===== src/hw/rtl/rsq_pkg.sv =====
// Request scheduling queue package: sizes, field offsets and codes.
// Used by request_scheduling_queue. Has no dependencies.
`default_nettype none

package rsq_pkg;

    // Queue geometry
    localparam int DEPTH   = 16;
    localparam int ADDR_W  = (DEPTH > 1) ? $clog2(DEPTH) : 1;
    localparam int CNT_W   = $clog2(DEPTH + 1);
    localparam int ENTRY_W = 64;
    localparam int OCC_W   = 5;

    // Field placement inside one stored entry (same as the input tdata)
    localparam int CONN_LSB = 0;
    localparam int SIZE_LSB = 16;
    localparam int SIZE_MSB = 47;

    // Command codes (s_tuser)
    localparam logic CMD_ENQ = 1'b0;
    localparam logic CMD_DEQ = 1'b1;

    // Status codes (m_tuser)
    localparam logic [1:0] ST_ENQUEUED   = 2'd0;
    localparam logic [1:0] ST_DEQUEUED   = 2'd1;
    localparam logic [1:0] ST_FULL       = 2'd2;
    localparam logic [1:0] ST_EMPTY      = 2'd3;

    typedef logic [ENTRY_W-1:0] entry_t;

endpackage

`default_nettype wire


===== src/hw/rtl/request_scheduling_queue.sv =====
// Request scheduling queue: FIFO or smallest-file-first request queue.
// Only one transaction is in flight: the next request is taken once the result
// has been loaded into the output register, which waits while m_tready holds it.
// A smallest-file-first enqueue and any dequeue walk the stored entries, taking
// each through read and compare/write; a FIFO enqueue writes at the tail directly.
// Reset (aresetn low, synchronous) empties the queue and sets policy to FIFO.
// The entry memory is not cleared; only entries below the count are read.
`default_nettype none

module request_scheduling_queue
    import rsq_pkg::*;
(
    input  wire logic        aclk,
    input  wire logic        aresetn,
    // configuration: policy (0 FIFO, 1 smallest file first)
    input  wire logic        cfg_we,
    input  wire logic        cfg_wdata,
    // input requests
    input  wire logic        s_tvalid,
    output logic             s_tready,
    input  wire logic [63:0] s_tdata,   // conn_id[15:0], file_size[47:16], name_tag[63:48]
    input  wire logic [0:0]  s_tuser,   // cmd[0]
    // results
    output logic             m_tvalid,
    input  wire logic        m_tready,
    output logic [71:0]      m_tdata,   // out_conn_id[15:0], out_file_size[47:16],
                                        // out_name_tag[63:48], occupancy[68:64], zero pad
    output logic [1:0]       m_tuser    // status[1:0]
);

    localparam logic [2:0] S_IDLE = 3'd0;
    localparam logic [2:0] S_RD   = 3'd1;
    localparam logic [2:0] S_CMP  = 3'd2;
    localparam logic [2:0] S_WRT  = 3'd3;
    localparam logic [2:0] S_DONE = 3'd4;

    // Entry memory
    entry_t mem [DEPTH];
    entry_t rd_data_reg;

    logic [2:0]        state_reg, state_next;
    logic [CNT_W-1:0]  count_reg, count_next;
    logic [ADDR_W-1:0] k_reg, k_next;
    logic              policy_reg;
    logic              op_reg, op_next;
    logic              found_reg, found_next;
    entry_t            carry_reg, carry_next;
    entry_t            head_reg, head_next;
    logic [1:0]        status_reg, status_next;

    logic              out_valid_reg, out_valid_next;
    logic [71:0]       out_data_reg, out_data_next;
    logic [1:0]        out_user_reg, out_user_next;

    logic              mem_we, mem_re;
    logic [ADDR_W-1:0] wr_addr, rd_addr;
    entry_t            wr_data;

    logic              s_fire;
    logic [CNT_W-1:0]  k_plus1;
    logic              is_greater;
    logic [OCC_W-1:0]  occ;

    assign s_tready = (state_reg == S_IDLE);
    assign s_fire   = s_tvalid && s_tready;
    assign k_plus1  = CNT_W'(k_reg) + CNT_W'(1);
    assign is_greater = rd_data_reg[SIZE_MSB:SIZE_LSB] > carry_reg[SIZE_MSB:SIZE_LSB];
    assign occ = OCC_W'({{OCC_W{1'b0}}, count_next});

    // Sequencer
    always_comb begin
        state_next     = state_reg;
        count_next     = count_reg;
        k_next         = k_reg;
        op_next        = op_reg;
        found_next     = found_reg;
        carry_next     = carry_reg;
        head_next      = head_reg;
        status_next    = status_reg;
        out_valid_next = out_valid_reg;
        out_data_next  = out_data_reg;
        out_user_next  = out_user_reg;
        mem_we         = 1'b0;
        mem_re         = 1'b0;
        wr_addr        = k_reg;
        rd_addr        = k_reg;
        wr_data        = carry_reg;

        if (m_tready) begin
            out_valid_next = 1'b0;
        end

        case (state_reg)
            S_IDLE: begin
                if (s_fire) begin
                    op_next    = s_tuser[0];
                    carry_next = s_tdata;
                    found_next = 1'b0;
                    k_next     = '0;
                    if (s_tuser[0] == CMD_ENQ) begin
                        if (count_reg == CNT_W'(DEPTH)) begin
                            status_next = ST_FULL;
                            state_next  = S_DONE;
                        end else if (policy_reg && (count_reg != '0)) begin
                            state_next = S_RD;
                        end else begin
                            state_next = S_WRT;
                        end
                    end else begin
                        if (count_reg == '0) begin
                            status_next = ST_EMPTY;
                            state_next  = S_DONE;
                        end else begin
                            state_next = S_RD;
                        end
                    end
                end
            end
            S_RD: begin
                mem_re     = 1'b1;
                state_next = S_CMP;
            end
            S_CMP: begin
                if (op_reg == CMD_ENQ) begin
                    // insert before first strictly larger entry, then ripple
                    if (found_reg || is_greater) begin
                        mem_we     = 1'b1;
                        wr_data    = carry_reg;
                        carry_next = rd_data_reg;
                        found_next = 1'b1;
                    end
                    k_next     = k_reg + ADDR_W'(1);
                    state_next = (k_plus1 == count_reg) ? S_WRT : S_RD;
                end else begin
                    // first read is the head; later reads move down one slot
                    if (k_reg == '0) begin
                        head_next = rd_data_reg;
                    end else begin
                        mem_we  = 1'b1;
                        wr_addr = k_reg - ADDR_W'(1);
                        wr_data = rd_data_reg;
                    end
                    if (k_plus1 == count_reg) begin
                        count_next  = count_reg - CNT_W'(1);
                        status_next = ST_DEQUEUED;
                        state_next  = S_DONE;
                    end else begin
                        k_next     = k_reg + ADDR_W'(1);
                        state_next = S_RD;
                    end
                end
            end
            S_WRT: begin
                mem_we      = 1'b1;
                wr_addr     = count_reg[ADDR_W-1:0];
                wr_data     = carry_reg;
                count_next  = count_reg + CNT_W'(1);
                status_next = ST_ENQUEUED;
                state_next  = S_DONE;
            end
            S_DONE: begin
                // hand the result to the output register once it is free
                if (!out_valid_reg || m_tready) begin
                    out_valid_next = 1'b1;
                    out_user_next  = status_reg;
                    if (status_reg == ST_DEQUEUED) begin
                        out_data_next = {3'd0, occ, head_reg};
                    end else begin
                        out_data_next = {3'd0, occ, {ENTRY_W{1'b0}}};
                    end
                    state_next = S_IDLE;
                end
            end
            default: begin
                state_next = S_IDLE;
            end
        endcase
    end

    // Control registers
    always_ff @(posedge aclk) begin
        if (!aresetn) begin
            state_reg     <= S_IDLE;
            count_reg     <= '0;
            policy_reg    <= 1'b0;
            out_valid_reg <= 1'b0;
        end else begin
            state_reg     <= state_next;
            count_reg     <= count_next;
            out_valid_reg <= out_valid_next;
            if (cfg_we) begin
                policy_reg <= cfg_wdata;
            end
        end
    end

    // Payload registers
    always_ff @(posedge aclk) begin
        k_reg        <= k_next;
        op_reg       <= op_next;
        found_reg    <= found_next;
        carry_reg    <= carry_next;
        head_reg     <= head_next;
        status_reg   <= status_next;
        out_data_reg <= out_data_next;
        out_user_reg <= out_user_next;
    end

    // Entry memory: one write and one registered read port
    always_ff @(posedge aclk) begin
        if (mem_we) begin
            mem[wr_addr] <= wr_data;
        end
        if (mem_re) begin
            rd_data_reg <= mem[rd_addr];
        end
    end

    assign m_tvalid = out_valid_reg;
    assign m_tdata  = out_data_reg;
    assign m_tuser  = out_user_reg;

endmodule

`default_nettype wire

===== config.mk =====
export PLATFORM = sky130hd
export DESIGN_NAME = request_scheduling_queue
export DESIGN_NICKNAME = d
export VERILOG_FILES = /design/src/hw/rtl/rsq_pkg.sv /design/src/hw/rtl/request_scheduling_queue.sv
export SDC_FILE = /design/constraint.sdc
export NUM_CORES = 1
export LEC_CHECK = 0
export BUFFER_PORTS_ARGS = -buffer_cell sky130_fd_sc_hd__clkbuf_2
export CORE_MARGIN = 2
export CORE_UTILIZATION = 40
export DETAILED_ROUTE_END_ITERATION = 16
export PLACE_DENSITY = 0.64
export SYNTH_ARGS = -nofsm -noshare
export SYNTH_HDL_FRONTEND = slang
export SYNTH_SLANG_ARGS = --single-unit

===== constraint.sdc =====
create_clock -name aclk -period 11.35 [get_ports aclk]
set_clock_uncertainty 0.15 [all_clocks]
set_input_delay 2.27 -clock aclk [delete_from_list [all_inputs] [get_ports aclk]]
set_output_delay 2.27 -clock aclk [all_outputs]
set_load 0.01 [all_outputs]

==> qor.yml, run 1 <==
status: "finished clean"
synth_top_area_frac: 0.770
min_path_cells: 0
internal_power_mw: 8.82
dpl.hpwl_mm: 61.7
grt-ovfl-total: 0
drt_iter0_drc: 2456
syn_avg_cell_area_um2: 21.7
fillers: 10300
holdBufCountCts: 0
largest_register_ff_count: 1024
multi_input_area_um2: 10900
start_util: 0.403
hold_viol_final: 0
setup_tns_ns: 0
p_comb_frac: 0.131
wire_per_inst_um: 27.0
fin_crit_sh: 0.411
hold_ws_ns: 0.328
rows: 130
ff_latch_area_um2: 39100
synth_top_cell_by_area: "edfxtp_1"
synth_edf_count: 1295
reg2reg_depth: 10
p_leak_nw: 18.6
setup_violations: 0
maxCapViolations: 0
die_height_um: 359
ir_worst_vdd_uv: 169
cts.clk_slew.worst_paths_ns: 0.06
syn_area_um2: 50500
dieArea_um2: 129000
layout_common_cells: "edfxtp_1 (1295), mux4_2 (320), nand2_1 (207)"
groute.usage.overall: 0.180
place.gp.congestion: 0.759
rsz0062_at_grt: "no"
relSlewSlack: 0.223
cts_tree: "done"
ys.flop_type: "edfxtp_1"
io_buffers: 143
drive_gt1_frac: 0.301
required_ns: 11.54
wl_mm: 116
worstHoldPathType: "reg -> reg"
post_cts_buffers: 0
antenna_found_initial: 5
synth_top_cells_by_area: "edfxtp_1 (77%), mux4_2 (14%), nand2_1 (1.6%), mux2_2 (1.4%), ha_1 (0.92%)"
synthCells: 2332
cts-resized-gates: 0
ios: 147
core_area_um2: 125000
ys_ff_latch: 1305
cts_buffers: 131
drtPass1Iterations: 6
ys_warn_count: 0
tightest_slew_ns: 1.16
slew_violations: 0
areaGrowthSynthToFinish_pct: 14.0
p_switching_mw: 2.78
cp_data_arrival_time_ns: 4.86
yosysSeqAreaShare: 0.774
ant_nets: 0
power_density_nw_per_um2: 201
ys_types: 59
worstSetupStartpointType: "flop"
largest-register: "mem"
async_flop_share: 0
die_x_um: 359
grt_max_degree: 161
grt_first_pass_wirelength_mm: 170
avgViaCountPerCell: 5.53
final_nets: 2662
cts-root-buf: "clkbuf_16"
clockPowerShare: 0.366
grt_pass1_vias: 24800
drc: 0
layout_commonest_cell: "edfxtp_1"
crit_fanout: 51
vias: 23800
clockBufferDepth: 3
min_period_ns: 4.67
h-tree-depth: 4
p_sw_frac: 0.239
timing_worst_setup_path_type: "reg -> reg"
num_antenna_cells: 0
insertion_delay_ns: 0.74
end_kind: "flop"
max_freq_ghz: 0.214
seqPwrFrac: 0.503
clock-sinks: 1305
-- logic make-up after synthesis --
kind of cell / synth area share
adder cells (fa/ha/maj): 0.00917
AO/OA/AOI/OAI: 0.00838
XOR/XNOR: 0.00166
multiplexers: 0.158
buffers and inverters: 0.0137
flip-flops: 0.774
other: 0.0000743
AND/OR/NAND/NOR: 0.0352
-- metal layers --
| layer | vias up | global-route usage | wire, um |
|---|---|---|---|
| met1 | 12700 | 0.242 | 47500 |
| li1 | 10000 | - | - |
| met2 | 906 | 0.304 | 58700 |
| met4 | 4 | 0.0570 | 2860 |
| met5 | - | 0 | 25 |
| met3 | 178 | 0.0275 | 7450 |
-- cell type report --
cell class / count / share of cell area
sequential: 1305 / 0.679
tap: 1650 / 0.0359
inverter: 41 / 0.00267
multi-input combinational: 874 / 0.189
clock buffer: 162 / 0.0610
clock inverter: 74 / 0.0122
timing repair buffer: 201 / 0.0207
-- power by group through the flow --
stage          clock (mW)  sequential [mW]  combinational, mW
4_1_cts              4.33             5.83               1.54
3_5_place_dp            0             5.93               1.54
6_report             4.25             5.83               1.52
3_3_place_gp            0             5.92               1.50
2_1_floorplan           0             5.91               1.09
5_1_grt              4.49             5.84               1.65
-- synth_stat cells (10+ instances only) --
cell type and instances:
edfxtp_1 1295, nor3_1 24, dfxtp_1 10, mux2_2 63
ha_1 37, nor2_1 17, and2_1 72, a21oi_1 17
buf_2 41, mux4_2 320, clkbuf_1 57, inv_1 40
o21ai_0 10, nand4_1 10, nand2_1 209
-- worst max-delay path, cell delays in order (launching register included) --
cell and delay (ns):
edfxtp_1 0.35, buf_4 0.71, inv_1 0.26, ha_1 0.34, a21boi_2 0.30, mux2i_1 0.13
a21oi_1 0.30, nand2b_1 0.23, nor3_2 0.20, buf_4 0.65, buf_4 0.65
-- final timing paths --
path | start | end | slack (ns)
setup reg to reg | k_reg[0] | mem[2][6] | 6.68
setup / recovery | k_reg[0] | mem[2][6] | 6.68
hold / removal | rd_data_reg[5] | head_reg[5] | 0.33
hold reg to reg | rd_data_reg[5] | head_reg[5] | 0.33
-- stage by stage --
step / setup WS, ns / cells / cell area (um2) / power, mW / utilization
floorplan: 3.19 / 2334 / 50500 / 7.00 / -
global placement: 6.11 / 4071 / 53300 / 7.42 / 0.425
detailed placement: 6.10 / 4071 / 53300 / 7.47 / 0.425
CTS: 6.58 / 4307 / 57600 / 11.7 / 0.459
global route: 6.35 / 4307 / 57600 / 12.0 / 0.459
finish: 6.68 / 4307 / 57600 / 11.6 / 0.459
(Power assumes the default switching activity.)
==> run 2, diff against run 1 <==
==> constraint.sdc (replaced) <==
create_clock -name aclk -period 4.9 [get_ports aclk]
set_clock_uncertainty 0.15 [all_clocks]
set_input_delay 0.98 -clock aclk [delete_from_list [all_inputs] [get_ports aclk]]
set_output_delay 0.98 -clock aclk [all_outputs]
set_load 0.01 [all_outputs]
==> run 2 against run 1 <==
Global-route usage fell by 0.57 points. Die area unchanged. Final area rose by 0.74%. Cell count increased by 0.23%. Core utilization rose by 0.34 points. Worst setup slack lost 6.0 ns. Wire length shrank 3.4%. Largest cell class unchanged.
==> qor.yml, run 2 (same netlist as run 1, synthesis figures left out) <==
drc: 0
insertion_delay_ns: 0.75
clock-sinks: 1305
hold_ws_ns: 0.299
rsz0062_at_grt: "no"
ios: 147
setup_violations: 0
largest_register_ff_count: 1024
die_height_um: 359
pre_cts_ws_ns: 0.710
seqPwrFrac: 0.494
cts.clk_slew.worst_paths_ns: 0.06
ant_nets: 0
groute.usage.overall: 0.175
hold_viol_final: 0
post_cts_buffers: 0
ir_worst_vdd_uv: 303
cts_buffers: 137
avgViaCountPerCell: 5.48
drive_gt1_frac: 0.300
cts-root-buf: "clkbuf_16"
wire_per_inst_um: 26.1
fin_crit_sh: 0.863
clockBufferDepth: 3
grt_pass1_vias: 25000
crit_fanout: 46
timing_worst_setup_path_type: "reg -> reg"
fillers: 10300
worstSetupStartpointType: "flop"
p_sw_frac: 0.246
layout_common_cells: "edfxtp_1 (1295), mux4_2 (320), nand2_1 (207)"
dpl.hpwl_mm: 61.9
io_buffers: 143
drt_iter0_drc: 2427
worst-r2r-setup-slack_ns: 0.67
wl_mm: 113
status: "finished clean"
grt-ovfl-total: 0
core_area_um2: 125000
layout_commonest_cell: "edfxtp_1"
relSlewSlack: 0.292
worstHoldPathType: "reg -> reg"
rows: 130
start_util: 0.403
slew_violations: 0
end_kind: "flop"
drtPass1Iterations: 5
min_period_ns: 4.23
vias: 23600
required_ns: 5.13
fin_ws_ns: 0.671
maxCapViolations: 0
finalPower_mw: 27.3
internal_power_mw: 20.6
h-tree-depth: 4
p_switching_mw: 6.72
p_comb_frac: 0.136
antenna_found_initial: 6
areaGrowthSynthToFinish_pct: 14.8
ff_latch_area_um2: 39100
power_density_nw_per_um2: 471
p_leak_nw: 18.7
cp_data_arrival_time_ns: 4.46
dieArea_um2: 129000
grt_first_pass_wirelength_mm: 167
cts_tree: "done"
grt_max_degree: 154
largest-register: "mem"
tightest_slew_ns: 1.06
cts-resized-gates: 0
max_freq_ghz: 0.236
clockPowerShare: 0.370
die_x_um: 359
holdBufCountCts: 0
final_nets: 2664
multi_input_area_um2: 11000
place.gp.congestion: 0.806
-- run 2: changes by cell type in the layout (fill, tap and decap cells not counted), moves of 4 or more --
| cell | previous run | this run |
|---|---|---|
| clkbuf_16 | 135 | 140 |
| buf_4 | 55 | 38 |
| nor3_2 | 17 | 0 |
| inv_16 | 0 | 4 |
| buf_12 | 3 | 15 |
| clkbuf_1 | 24 | 30 |
| nor3_4 | 0 | 17 |
-- run 2: power by group through the flow --
stage               logic, mW  registers [mW]  clock network, mW
floorplan                2.55            13.7                  0
global placement         3.66            13.7                  0
detailed placement       3.76            13.7                  0
CTS                      3.78            13.5               10.3
global route             4.00            13.5               10.7
finish                   3.70            13.5               10.1
-- run 2: metrics by stage --
step           instance area (um2)  instances  setup TNS, ns   util
2_1_floorplan                50600       2334        -312.47      -
5_1_grt                      58000       4315              0  0.462
6_report                     58000       4317              0  0.462
3_3_place_gp                 53600       4066              0  0.427
4_1_cts                      58000       4315              0  0.462
3_5_place_dp                 53600       4067              0  0.427
-- run 2: critical path, cell delays in order (launching register included) --
cell	delay, ns
edfxtp_1	0.44
ha_1	0.34
a21oi_1	0.13
nor2_1	0.06
a211oi_1	0.52
o211ai_1	0.18
buf_4	0.21
nor4_4	0.75
buf_4	0.33
buf_4	0.26
nor3_4	0.07
buf_4	0.37
-- run 2: cell type report --
class	count	share of cell area
inverters	41	0.00268
clock inverters	78	0.0130
multi-input cells	874	0.189
well taps	1650	0.0356
clock buffers	170	0.0624
diodes	2	0.0000863
flip-flops and latches	1305	0.674
repair buffers	197	0.0229
-- run 2: layer usage --
layer / up-vias / global-route usage / part of all wire
met5: - / 0 / 0.00019
met4: 4 / 0.0508 / 0.022
met3: 154 / 0.0373 / 0.073
met2: 862 / 0.272 / 0.47
met1: 12600 / 0.248 / 0.43
li1: 10000 / - / -
-- run 2: final timing paths --
check	startpoint	to	cells after the start
max reg2reg	rd_data_reg[41]	mem[0][34]	11
max	rd_data_reg[41]	mem[0][34]	11
min	status_reg[0]	m_tuser[0]	0
min reg2reg	status_reg[0]	m_tuser[0]	0
